===== config.mk =====
export PLATFORM = sky130hd
export DESIGN_NAME = ipcm_fifo
export DESIGN_NICKNAME = d
export VERILOG_FILES = /design/src/sv/ipcm_pkg.sv /design/src/sv/ipcm_fifo.sv
export VERILOG_INCLUDE_DIRS = /design/src /design/src/sv
export SDC_FILE = /design/constraint.sdc
export NUM_CORES = 1
export LEC_CHECK = 0
export BUFFER_PORTS_ARGS = -buffer_cell sky130_fd_sc_hd__buf_2
export CORE_UTILIZATION = 45
export CTS_CLUSTER_SIZE = 20
export DETAILED_ROUTE_END_ITERATION = 10
export PLACE_DENSITY = 0.69
export SYNTH_ARGS = -nofsm -noshare
export SYNTH_HDL_FRONTEND = slang
export SYNTH_SLANG_ARGS = --single-unit

===== constraint.sdc =====
create_clock -name clk -period 2.4 [get_ports clk]
set_input_delay 0.72 -clock clk [delete_from_list [all_inputs] [get_ports clk]]
set_output_delay 0.72 -clock clk [all_outputs]
set_load 0.005 [all_outputs]

===== src/sv/ir_pulse_capture_matcher_assert.svh =====
// Assertion macros shared by the IR pulse capture matcher modules.
`ifndef IR_PULSE_CAPTURE_MATCHER_ASSERT_SVH
`define IR_PULSE_CAPTURE_MATCHER_ASSERT_SVH

// Same-cycle implication, checked on clk, off while rst_n is low
`define IPCM_ASSERT_IMP(lbl, ante, cons, msg) \
    lbl: assert property (@(posedge clk) disable iff (!rst_n) (ante) |-> (cons)) \
        else $error(msg);

// Next-cycle implication, checked on clk, off while rst_n is low
`define IPCM_ASSERT_NXT(lbl, ante, cons, msg) \
    lbl: assert property (@(posedge clk) disable iff (!rst_n) (ante) |=> (cons)) \
        else $error(msg);

`endif


===== src/sv/ipcm_pkg.sv =====
// Shared types and constants of the IR pulse capture matcher.
package ipcm_pkg;

    // Default store depth in pairs
    localparam int MAX_PAIRS_DEF = 128;

    // Queue between front and back, a power of two
    localparam int FIFO_DEPTH = 4;

    // Item modes on the input stream
    localparam logic [1:0] MODE_START = 2'd0;
    localparam logic [1:0] MODE_TICK  = 2'd1;
    localparam logic [1:0] MODE_REF   = 2'd2;

    // What the back end does with a queued entry
    localparam logic [1:0] KIND_NONE  = 2'd0;
    localparam logic [1:0] KIND_START = 2'd1;
    localparam logic [1:0] KIND_CMP   = 2'd2;
    localparam logic [1:0] KIND_LAST  = 2'd3;

    // Configuration register indexes
    localparam logic [1:0] CFG_RESOLUTION = 2'd0;
    localparam logic [1:0] CFG_TOLERANCE  = 2'd1;
    localparam logic [1:0] CFG_TIMEOUT    = 2'd2;

    // Configuration reset values
    localparam logic [7:0]  RESOLUTION_RST = 8'd20;
    localparam logic [6:0]  TOLERANCE_RST  = 7'd25;
    localparam logic [15:0] TIMEOUT_RST    = 16'd65000;

    // floor(x/10) for x < 2^24: (x * RECIP10) >> 28
    localparam logic [24:0] RECIP10 = 25'd26843546;
    // floor(x/100) for x < 2^23: (x * RECIP100) >> 30
    localparam logic [23:0] RECIP100 = 24'd10737419;

    // One queued item from front to back
    typedef struct packed {
        logic [1:0]  kind;
        logic        done;
        logic [7:0]  count;
        logic [15:0] ref_on;
        logic [15:0] ref_off;
        logic [15:0] low_cnt;
        logic [15:0] high_cnt;
    } ipcm_entry_t;

endpackage


===== src/sv/ipcm_fifo.sv =====
// Short queue of classified entries between front and back end.
`include "ir_pulse_capture_matcher_assert.svh"

module ipcm_fifo (
    input  logic                  clk,
    input  logic                  rst_n,
    input  logic                  in_valid,
    output logic                  in_ready,
    input  ipcm_pkg::ipcm_entry_t in_entry,
    output logic                  out_valid,
    input  logic                  out_ready,
    output ipcm_pkg::ipcm_entry_t out_entry
);
    import ipcm_pkg::*;

    localparam int PW = $clog2(FIFO_DEPTH);
    localparam logic [PW:0] FULL_CNT = (PW+1)'(FIFO_DEPTH);

    ipcm_entry_t   slot_reg [FIFO_DEPTH];
    logic [PW-1:0] wptr_reg, rptr_reg;
    logic [PW:0]   cnt_reg;
    logic          push, pop;

    assign in_ready  = (cnt_reg != FULL_CNT);
    assign out_valid = (cnt_reg != '0);
    assign push      = in_valid && in_ready;
    assign pop       = out_valid && out_ready;
    assign out_entry = slot_reg[rptr_reg];

    // Pointers and fill count; depth is a power of two so pointers wrap
    always_ff @(posedge clk or negedge rst_n)
    begin
        if (!rst_n)
        begin
            wptr_reg <= '0;
            rptr_reg <= '0;
            cnt_reg  <= '0;
        end
        else
        begin
            if (push)
            begin
                wptr_reg <= wptr_reg + {{(PW-1){1'b0}}, 1'b1};
            end
            if (pop)
            begin
                rptr_reg <= rptr_reg + {{(PW-1){1'b0}}, 1'b1};
            end
            case ({push, pop})
                2'b10:   cnt_reg <= cnt_reg + {{PW{1'b0}}, 1'b1};
                2'b01:   cnt_reg <= cnt_reg - {{PW{1'b0}}, 1'b1};
                default: cnt_reg <= cnt_reg;
            endcase
        end
    end

    // Entry storage
    always_ff @(posedge clk)
    begin
        if (push)
        begin
            slot_reg[wptr_reg] <= in_entry;
        end
    end

    `IPCM_ASSERT_IMP(a_fifo_bound, 1'b1, (cnt_reg <= FULL_CNT), "queue count past depth")

endmodule


==> summary by stage, run 1 <==
Finish
After the last flow step, the layout net total stands at ~720. Summing all multi-input logic gate instances after layout gives 0.00194 mm². The utilization after layout is between 50% and 60%. In the layout the commonest cells are 300 x edfxtp_1, 143 x buf_2, 75 x mux4_2, 36 x clkbuf_16, 16 x buf_12. The number of flip-flops under the largest register name is 300. After filler insertion, the fill cell instance count of the layout stands at approximately 1800. After routing the design area is roughly 0.014 mm². The total area of sequential cells is 0.00919 mm².

The fraction of layout cells with a size suffix above 1 is about half. Relative to the synthesized area, the layout overhead comes to 25.2%. The most common cell after layout, fill and taps aside is edfxtp_1. The final cell count without fillers is 986.

Timing
Adding up every negative setup slack in the final design gives -21.00 ns. Across the routed clock network, the largest skew measured is roughly 0.016 ns. Headroom to the max-slew limit came out at 72.4%. The worst hold slack after final layout is between 0.3 and 0.4 ns. Based on the critical path, the design can be clocked at up to 368 MHz. The minimum clock period is roughly 2.7 ns.

For the pin with the worst max-slew slack, the measured transition is 0.414 ns. The max-slew violation total from the final report is 0. The hold violation total from the final report is 0. Of the available clock period, the critical path in the final layout requires 113%. Setup slack on the critical path of the routed design comes to -0.317 ns. Setup repair after global routing could not meet its margin everywhere. The final number of setup-violating endpoints is 75.

Critical path
The endpoint of the worst register-to-register path is cnt_reg[2]$_DFFE_PN0P_. For this run, the slowest stage of the critical path takes 0.52 ns. The signal on the critical path passes through buf_12 > clkbuf_16 > mux4_2 > buf_2. In this run the critical register-to-register path is launched from cnt_reg[0]$_DFFE_PN0P_. For flop-to-flop paths, the worst setup slack is roughly 0.13 ns. For the worst setup path, the data required time is between 1.5 and 2 ns. The critical path is of the reg -> out type. Of all nets on the critical path, the largest fanout is 8.

The kind of end point of the critical path is an output port. Among cell families on the critical path, the largest total delay comes from multiplexers. The type of origin of the critical path is a flip-flop.

The cell with the largest stage delay on the worst path is mux4_2. Data on the critical path arrives at its endpoint at about 2.0 ns. The number of buffer and inverter instances along the worst setup path is 3.

Counting cells, the worst reg-to-reg path comes to 9.

GRT
Entering global routing, the biggest net connects 25 pins. For this run the aggregate overflow at the end of global routing stands at 0. Global routing used about 17% of the available tracks.

The via count of the first global-routing pass came to approximately 5700. The initial antenna violation count is 1. The first global-routing pass estimated roughly 33000 µm of wire.

Detailed routing
The first routing iteration left ~370 violations. Wires add up to between 20000 and 25000 µm. The vias after detailed routing is ~5200.

The ratio of routed vias to standard cells is ~5.3. The remaining antenna violation count after routing is 0. The first-pass iteration count of the detailed router is 4. The routed wirelength normalized by instance count is approximately 23 µm.

For this run, design rule violations remaining after detail routing come to 0.

Logic synthesis
The synthesized netlist occupies a cell area of approximately 0.011 mm². The post-synthesis async set-or-reset flop share is about 2.3%. After synthesis, flip-flops and latches occupy around four fifths of the total area. The most frequently used flop master after synthesis is edfxtp_1. The Yosys step of the flow raised 0 warnings. Counting flops and latches in the post-synthesis netlist gives between 300 and 400. The basic-gate share of the synthesized area counting and, or, nand and nor cells is 0.579%.

In this run, distinct cell masters in the synthesized netlist total 20. By area, the combinational part of the netlist is dominated by multiplexers. The area share of fa/ha/maj cells after synthesis is less than 1%. The xor/xnor cell area share of the yosys netlist is less than 1%. In the synthesized netlist, the number of instances is 429.

Yosys mapped a number of flops with a built-in enable equal to 300. The net count after synthesis is 514. The complex-gate fraction of the synthesized area is less than 1%. The mean instance size in the synthesized netlist is between 20 and 30 µm². Measured against the total synthesized area, the mux share comes to between 15 and 20%.

Placed design
The post-detailed-placement cell area is roughly 0.013 mm². The worst slack after detailed placement is 0.152 ns. After legalization and detailed placement, the total HPWL measured 13200 µm. The number of placed cells counting well taps is 915. The congestion estimate from routability-driven global placement came to 0.721. The number of port buffers is 155.

Outcome
The run finished, with violations left. The checks that failed: negative setup slack.

Hold path
In this run the most critical hold path is launched from in_entry[73]. Along the worst hold path, the cell count comes to 1. The path class of the tightest hold or removal check is in -> reg. The worst hold path terminates at slot_reg[0][73]$_DFFE_PP_.

Clock network
The total number of clock tree sinks is ~310. CTS built an H-tree with a depth of 1. The tree is rooted in a clkbuf_16. The number of buffers on the longest clock path is 3. The clock tree from TritonCTS is yes.

The source-to-sink clock delay at the later pin of the worst-skew pair is around 0.54 ns. The clock-pin slew on the worst setup and hold paths is around 0.06 ns. The number of buffers created by CTS is 30.

Job
The max-cap check violation count is 0.

Power and ir drop
The reported leakage power is between 4 and 5 nW. Per report_power, the sequential group accounts for between 40% and 50% of the total. IR analysis of the VDD net gives a maximum drop of 0.575 mV.

In this run switching power makes up 26.9% of total power. The power density over the cells is roughly 1300 mW/mm². Combinational logic is responsible for approximately a third of the overall power.

The total power of the final layout is between 15 and 20 mW. The clock network fraction of design power is roughly a quarter. The power dissipated by switching net loads is ~4.8 mW.

The internal power of the cells totals 13.0 mW.

Die
The horizontal die dimension is 160 µm. The die area is between 0.02 and 0.03 mm². For this design the top-level I/O count stands at roughly 160. After floorplanning, the core was divided into 57 placement rows. The floorplan step set the die height to ~160 µm. The region available for standard cell placement spans around 0.024 mm². For this configuration, the core starts out at a cell density of approximately 46%.
[worst reg2reg max path, stage by stage, from the launching register on]
cell and delay [ns]:
dfrtp_2 0.43, or3b_4 0.42, and2_4 0.19, inv_1 0.06, ha_1 0.18, inv_1 0.06, fa_1 0.39, xor2_1 0.16
nor2_1 0.13, xor2_1 0.17
[area by class of cell]
cell class                 count  area share [%]
timing repair buffer         194            10.8
inverter                       6           0.160
antenna                        1          0.0178
multi-input combinational     99            13.8
sequential                   307            65.3
clock inverter                20            1.42
clock buffer                  35            5.62
tap                          324            2.88
[how the worst max path moves through the flow]
| stage | from | end | cells past startpoint |
|---|---|---|---|
| 3_5_place_dp | cnt_reg[0]$_DFFE_PN0P_ | cnt_reg[2]$_DFFE_PN0P_ | 9 |
| 4_1_cts | rptr_reg[0]$_DFFE_PN0P_ | out_entry[30] | 4 |
| 3_3_place_gp | rptr_reg[0]$_DFFE_PN0P_ | out_entry[70] | 3 |
| 2_1_floorplan | in_valid | slot_reg[0][0]$_DFFE_PP_ | 1 |
| 6_report | rptr_reg[0]$_DFFE_PN0P_ | out_entry[53] | 4 |
| 5_1_grt | rptr_reg[0]$_DFFE_PN0P_ | out_entry[65] | 4 |
[metal layers]
metal,global-route usage (%),vias up,wire length [µm]
li1,-,2264,-
met1,22.9,2730,9090
met2,30.0,179,11600
met3,4.00,24,1460
met4,3.72,0,259
met5,0,-,0
[synth_stat cells, types with 3 or more instances]
cell type / number / area [µm²]
and3_2: 4 / 30.0
buf_1: 3 / 11.3
buf_2: 10 / 50.1
buf_6: 4 / 45.0
dfrtp_1: 7 / 175
edfxtp_1: 300 / 9010
ha_1: 5 / 62.6
inv_1: 6 / 22.5
mux4_2: 75 / 1690
xnor2_1: 3 / 26.3
xor2_1: 3 / 26.3
[cells by family after synthesis]
| logic type | after synthesis |
|---|---|
| compound gates | 1 |
| simple gates | 9 |
| mux | 77 |
| fa+ha+maj | 6 |
| buf+inv | 23 |
| flops | 307 |
| xor+xnor | 6 |
[timing repair]
action | 4_1_cts | 5_1_grt
hold buffers | 1 | 0
pin swaps | 0 | 0
cloned | 2 | 5
buffers inserted | 5 | 2
endpoints found under the hold margin | 3 | 0
endpoints found under the setup margin | 75 | 76
resized for setup | 6 | 12
[power by group through the flow]
stage	Clock (mW)	Combinational, mW	Sequential (mW)
global placement	0	4.84	7.47
CTS	4.76	5.32	7.44
detailed placement	0	4.94	7.55
floorplan	0	2.87	7.38
finish	4.67	5.62	7.43
global route	5.00	6.06	7.52
Note: power is estimated with default switching activity, not from simulation.
==> run 2: changes to the inputs <==
--- a/constraint.sdc
+++ b/constraint.sdc
@@ -3,2 +3,2 @@
 set_output_delay 0.72 -clock clk [all_outputs]
-set_load 0.005 [all_outputs]
+set_load 0.02 [all_outputs]
==> run 2 against run 1 <==
Global-route usage is 0.62 points lower. Clock-buffer cell count up 11. Via count decreased by 1.5%. Largest cell class unchanged. Clock power rose by 2%. The flow still finishes with violations (negative setup slack). Sequential cell count unchanged. Largest power group unchanged.
==> summary by stage, run 2 (synthesis gave the netlist of run 1 again) <==
Power and ir drop
The reported leakage power is 4.77 nW (-2.3%). The power density over the cells is 1320 mW/mm² (+4.9%). The maximum vdd ir drop came to 0.661 mV (+15%).

Timing
The highest attainable clock frequency came to 369 MHz (+0.37%). The post-route fraction of the period consumed by the critical path is 113% (-0.42 points). The clock skew is 0.0153 ns (-0.000911 ns). The sum of negative setup slack came to -19.43 ns (+1.57 ns). Setup repair after global routing could not meet its margin everywhere.

The worst-case headroom to the max-slew limit is 66.9% (-5.5 points). The hold violation total from the final report is 0 (unchanged). The max-slew violation total from the final report is 0 (unchanged).

The final number of setup-violating endpoints is 75 (unchanged). The transition at the pin with the smallest max-transition slack is 0.496 ns (+0.0821 ns). The worst setup margin was -0.307 ns (+0.0101 ns).

The minimum clock period is 2.71 ns (-0.0101 ns). The worst hold slack after final layout is 0.0535 ns (-0.338 ns).

GRT
The largest net degree at the start of global routing is 52 (+110%). The initial antenna violation count was 0 (-1). The via count of the first global-routing pass is 5735 (+0.42%). The wire length of the first global-routing pass was 32400 µm (-3.2%).

The global-route total usage across every layer was 16.8% (-0.62 points). The remaining global-route overflow is 0 (unchanged).

Finish
The synthesis-to-finish area growth is 22.9%. The antenna cell count is 0 (-1). The library cell used most frequently in the layout, excluding fill and tap cells, is edfxtp_1. The final cell count without fillers came to 974 (-1.2%). In the layout the commonest cells are 300 x edfxtp_1, 152 x buf_2, 75 x mux4_2, 36 x clkbuf_16, 15 x buf_12. The fraction of layout cells with a size suffix above 1 came to 47.5% (-1.0 points). The number of fill cells was 1826 (+0.72%). The number of nets in the final layout is 715 (-1.1%). The number of flip-flops under the largest register name is 300 (unchanged).

Critical path
The cell family contributing the most delay on the critical path is multiplexers. The number of cells traversed by the worst register-to-register path is 9 (unchanged). STA classifies the critical path startpoint as a flip-flop. The required time of the worst setup path is 1.68 ns (about the same). The largest fanout on the critical path is 28 (+20). The kind of end point of the critical path is an output port.

The data arrival time at the worst-slack endpoint is 1.99 ns (about the same). The worst setup path is of the reg -> out kind. The number of buffer and inverter instances along the worst setup path is 2 (-1). The largest stage delay on the critical path is 0.58 ns (+0.06 ns). The signal on the critical path passes through buf_12 > mux4_2 > buf_2. The cell with the largest stage delay on the worst path is mux4_2. The number of gates on the worst path with buffers counted came to 3 (-1).

Die
The vertical extent of the die came to 160 µm (unchanged). The die area is 0.0256 mm² (unchanged). The number of placement rows is 57 (unchanged). The I/O pin count is 156 (unchanged). The horizontal die dimension is 160 µm (unchanged). The initial standard-cell utilization of the core is 46.1% (unchanged). The placeable core area came to 0.0244 mm² (unchanged).

Outcome
The flow ran to the end, but the final reports show violations. The final reports fail on negative setup slack.

Detailed routing
The ratio of routed vias to standard cells is 5.25 (-0.33%). The first-pass iteration count of the detailed router is 4 (unchanged). The routed wirelength normalized by instance count is 22.0 µm (-3.1%). The number of remaining DRC errors is 0 (unchanged). The detailed-route wire length is 21400 µm (-4.2%).

The remaining antenna violation count after routing is 0 (unchanged). The starting DRC count in detailed routing is 368 (-1.1%). The vias after detailed routing is 5117 (-1.5%).

Clock network
The number of buffers on the longest clock path came to 3 (unchanged). The H-tree depth came to 2 (+1). The clock root buffer is clkbuf_16. The clock tree from TritonCTS is yes. The total number of clock tree sinks is 307 (unchanged). The clock-pin slew on the worst setup and hold paths came to 0.06 ns (about the same). The source-to-sink clock delay at the later pin of the worst-skew pair is 0.49 ns (-0.05 ns). The post-cts hold buffer count is 0 (-1). The number of buffers created by CTS is 34 (+13%).

Job
The max-cap check violation count is 0 (unchanged).

Placed design
The number of port buffers was 155 (unchanged). The worst slack after detailed placement is 0.134 ns (-0.0180 ns). The routability congestion estimate is 0.705 (-2.1%).

The number of placed cells counting well taps came to 911 (-0.44%). The post-DP HPWL is 13000 µm (-1.4%).

Hold path
The tightest min-delay check is of the in -> async type.
## run 2: changes by cell type in the layout (fill, tap and decap cells not counted), sizes merged
cell / previous run / this run
clkinv: 13 / 6
bufinv: 4 / 2
buf: 188 / 181
clkinvlp: 2 / 1
diode: 1 / 0
dlygate4sd3: 1 / 0
clkbuf: 40 / 47
## run 2: repair_timing
item                       in CTS  in global routing
buffers inserted                1                  3
setup endpoints to repair      75                 75
gates cloned                    1                  2
resized for setup               4                  8
## run 2: cell type report
type	instances	area (µm²)	share of cell area, %
flip-flops and latches	307	9190	66.5
well taps	324	405	2.93
multi-input cells	99	1940	14.0
repair buffers	182	1240	8.97
clock inverters	10	101	0.734
inverters	6	22.5	0.163
clock buffers	46	917	6.64
## run 2: per-stage QoR
| stage | utilization, % | total power, mW | cell area, µm² |
|---|---|---|---|
| 2_1_floorplan | - | 11.3 | 11200 |
| 3_3_place_gp | 51.9 | 13.2 | 12700 |
| 3_5_place_dp | 51.9 | 13.4 | 12700 |
| 4_1_cts | 56.3 | 18.3 | 13700 |
| 5_1_grt | 56.6 | 19.0 | 13800 |
| 6_report | 56.6 | 18.3 | 13800 |
## run 2: layer usage
metal  global-route usage, %  routed length (µm)  vias to the layer above
met4                    4.29                 345                        0
li1                        -                   -                     2240
met3                    4.03                1300                       29
met1                    22.1                8980                     2671
met2                    28.4               10800                      177
met5                       0                   0                        -
## run 2: path summary, 6_finish.rpt
kind	startpoint	to	slack (ns)
max	rptr_reg[0]$_DFFE_PN0P_	out_entry[65]	-0.31
min	rst_n	wptr_reg[1]$_DFFE_PN0P_	0.05
max reg2reg	cnt_reg[0]$_DFFE_PN0P_	cnt_reg[2]$_DFFE_PN0P_	0.11
min reg2reg	cnt_reg[2]$_DFFE_PN0P_	cnt_reg[2]$_DFFE_PN0P_	0.54
max in group asynchronous	rst_n	rptr_reg[0]$_DFFE_PN0P_	2.16
min in group clk	in_entry[19]	slot_reg[0][19]$_DFFE_PP_	0.44
## run 2: where the power goes
part	internal (mW)	switching [mW]	total [mW]	leakage, nW
sequential	7.09	0.272	7.37	2.83
combinational	2.67	3.45	6.12	1.45
clock	2.88	1.89	4.77	0.491
total	12.6	5.61	18.3	4.77
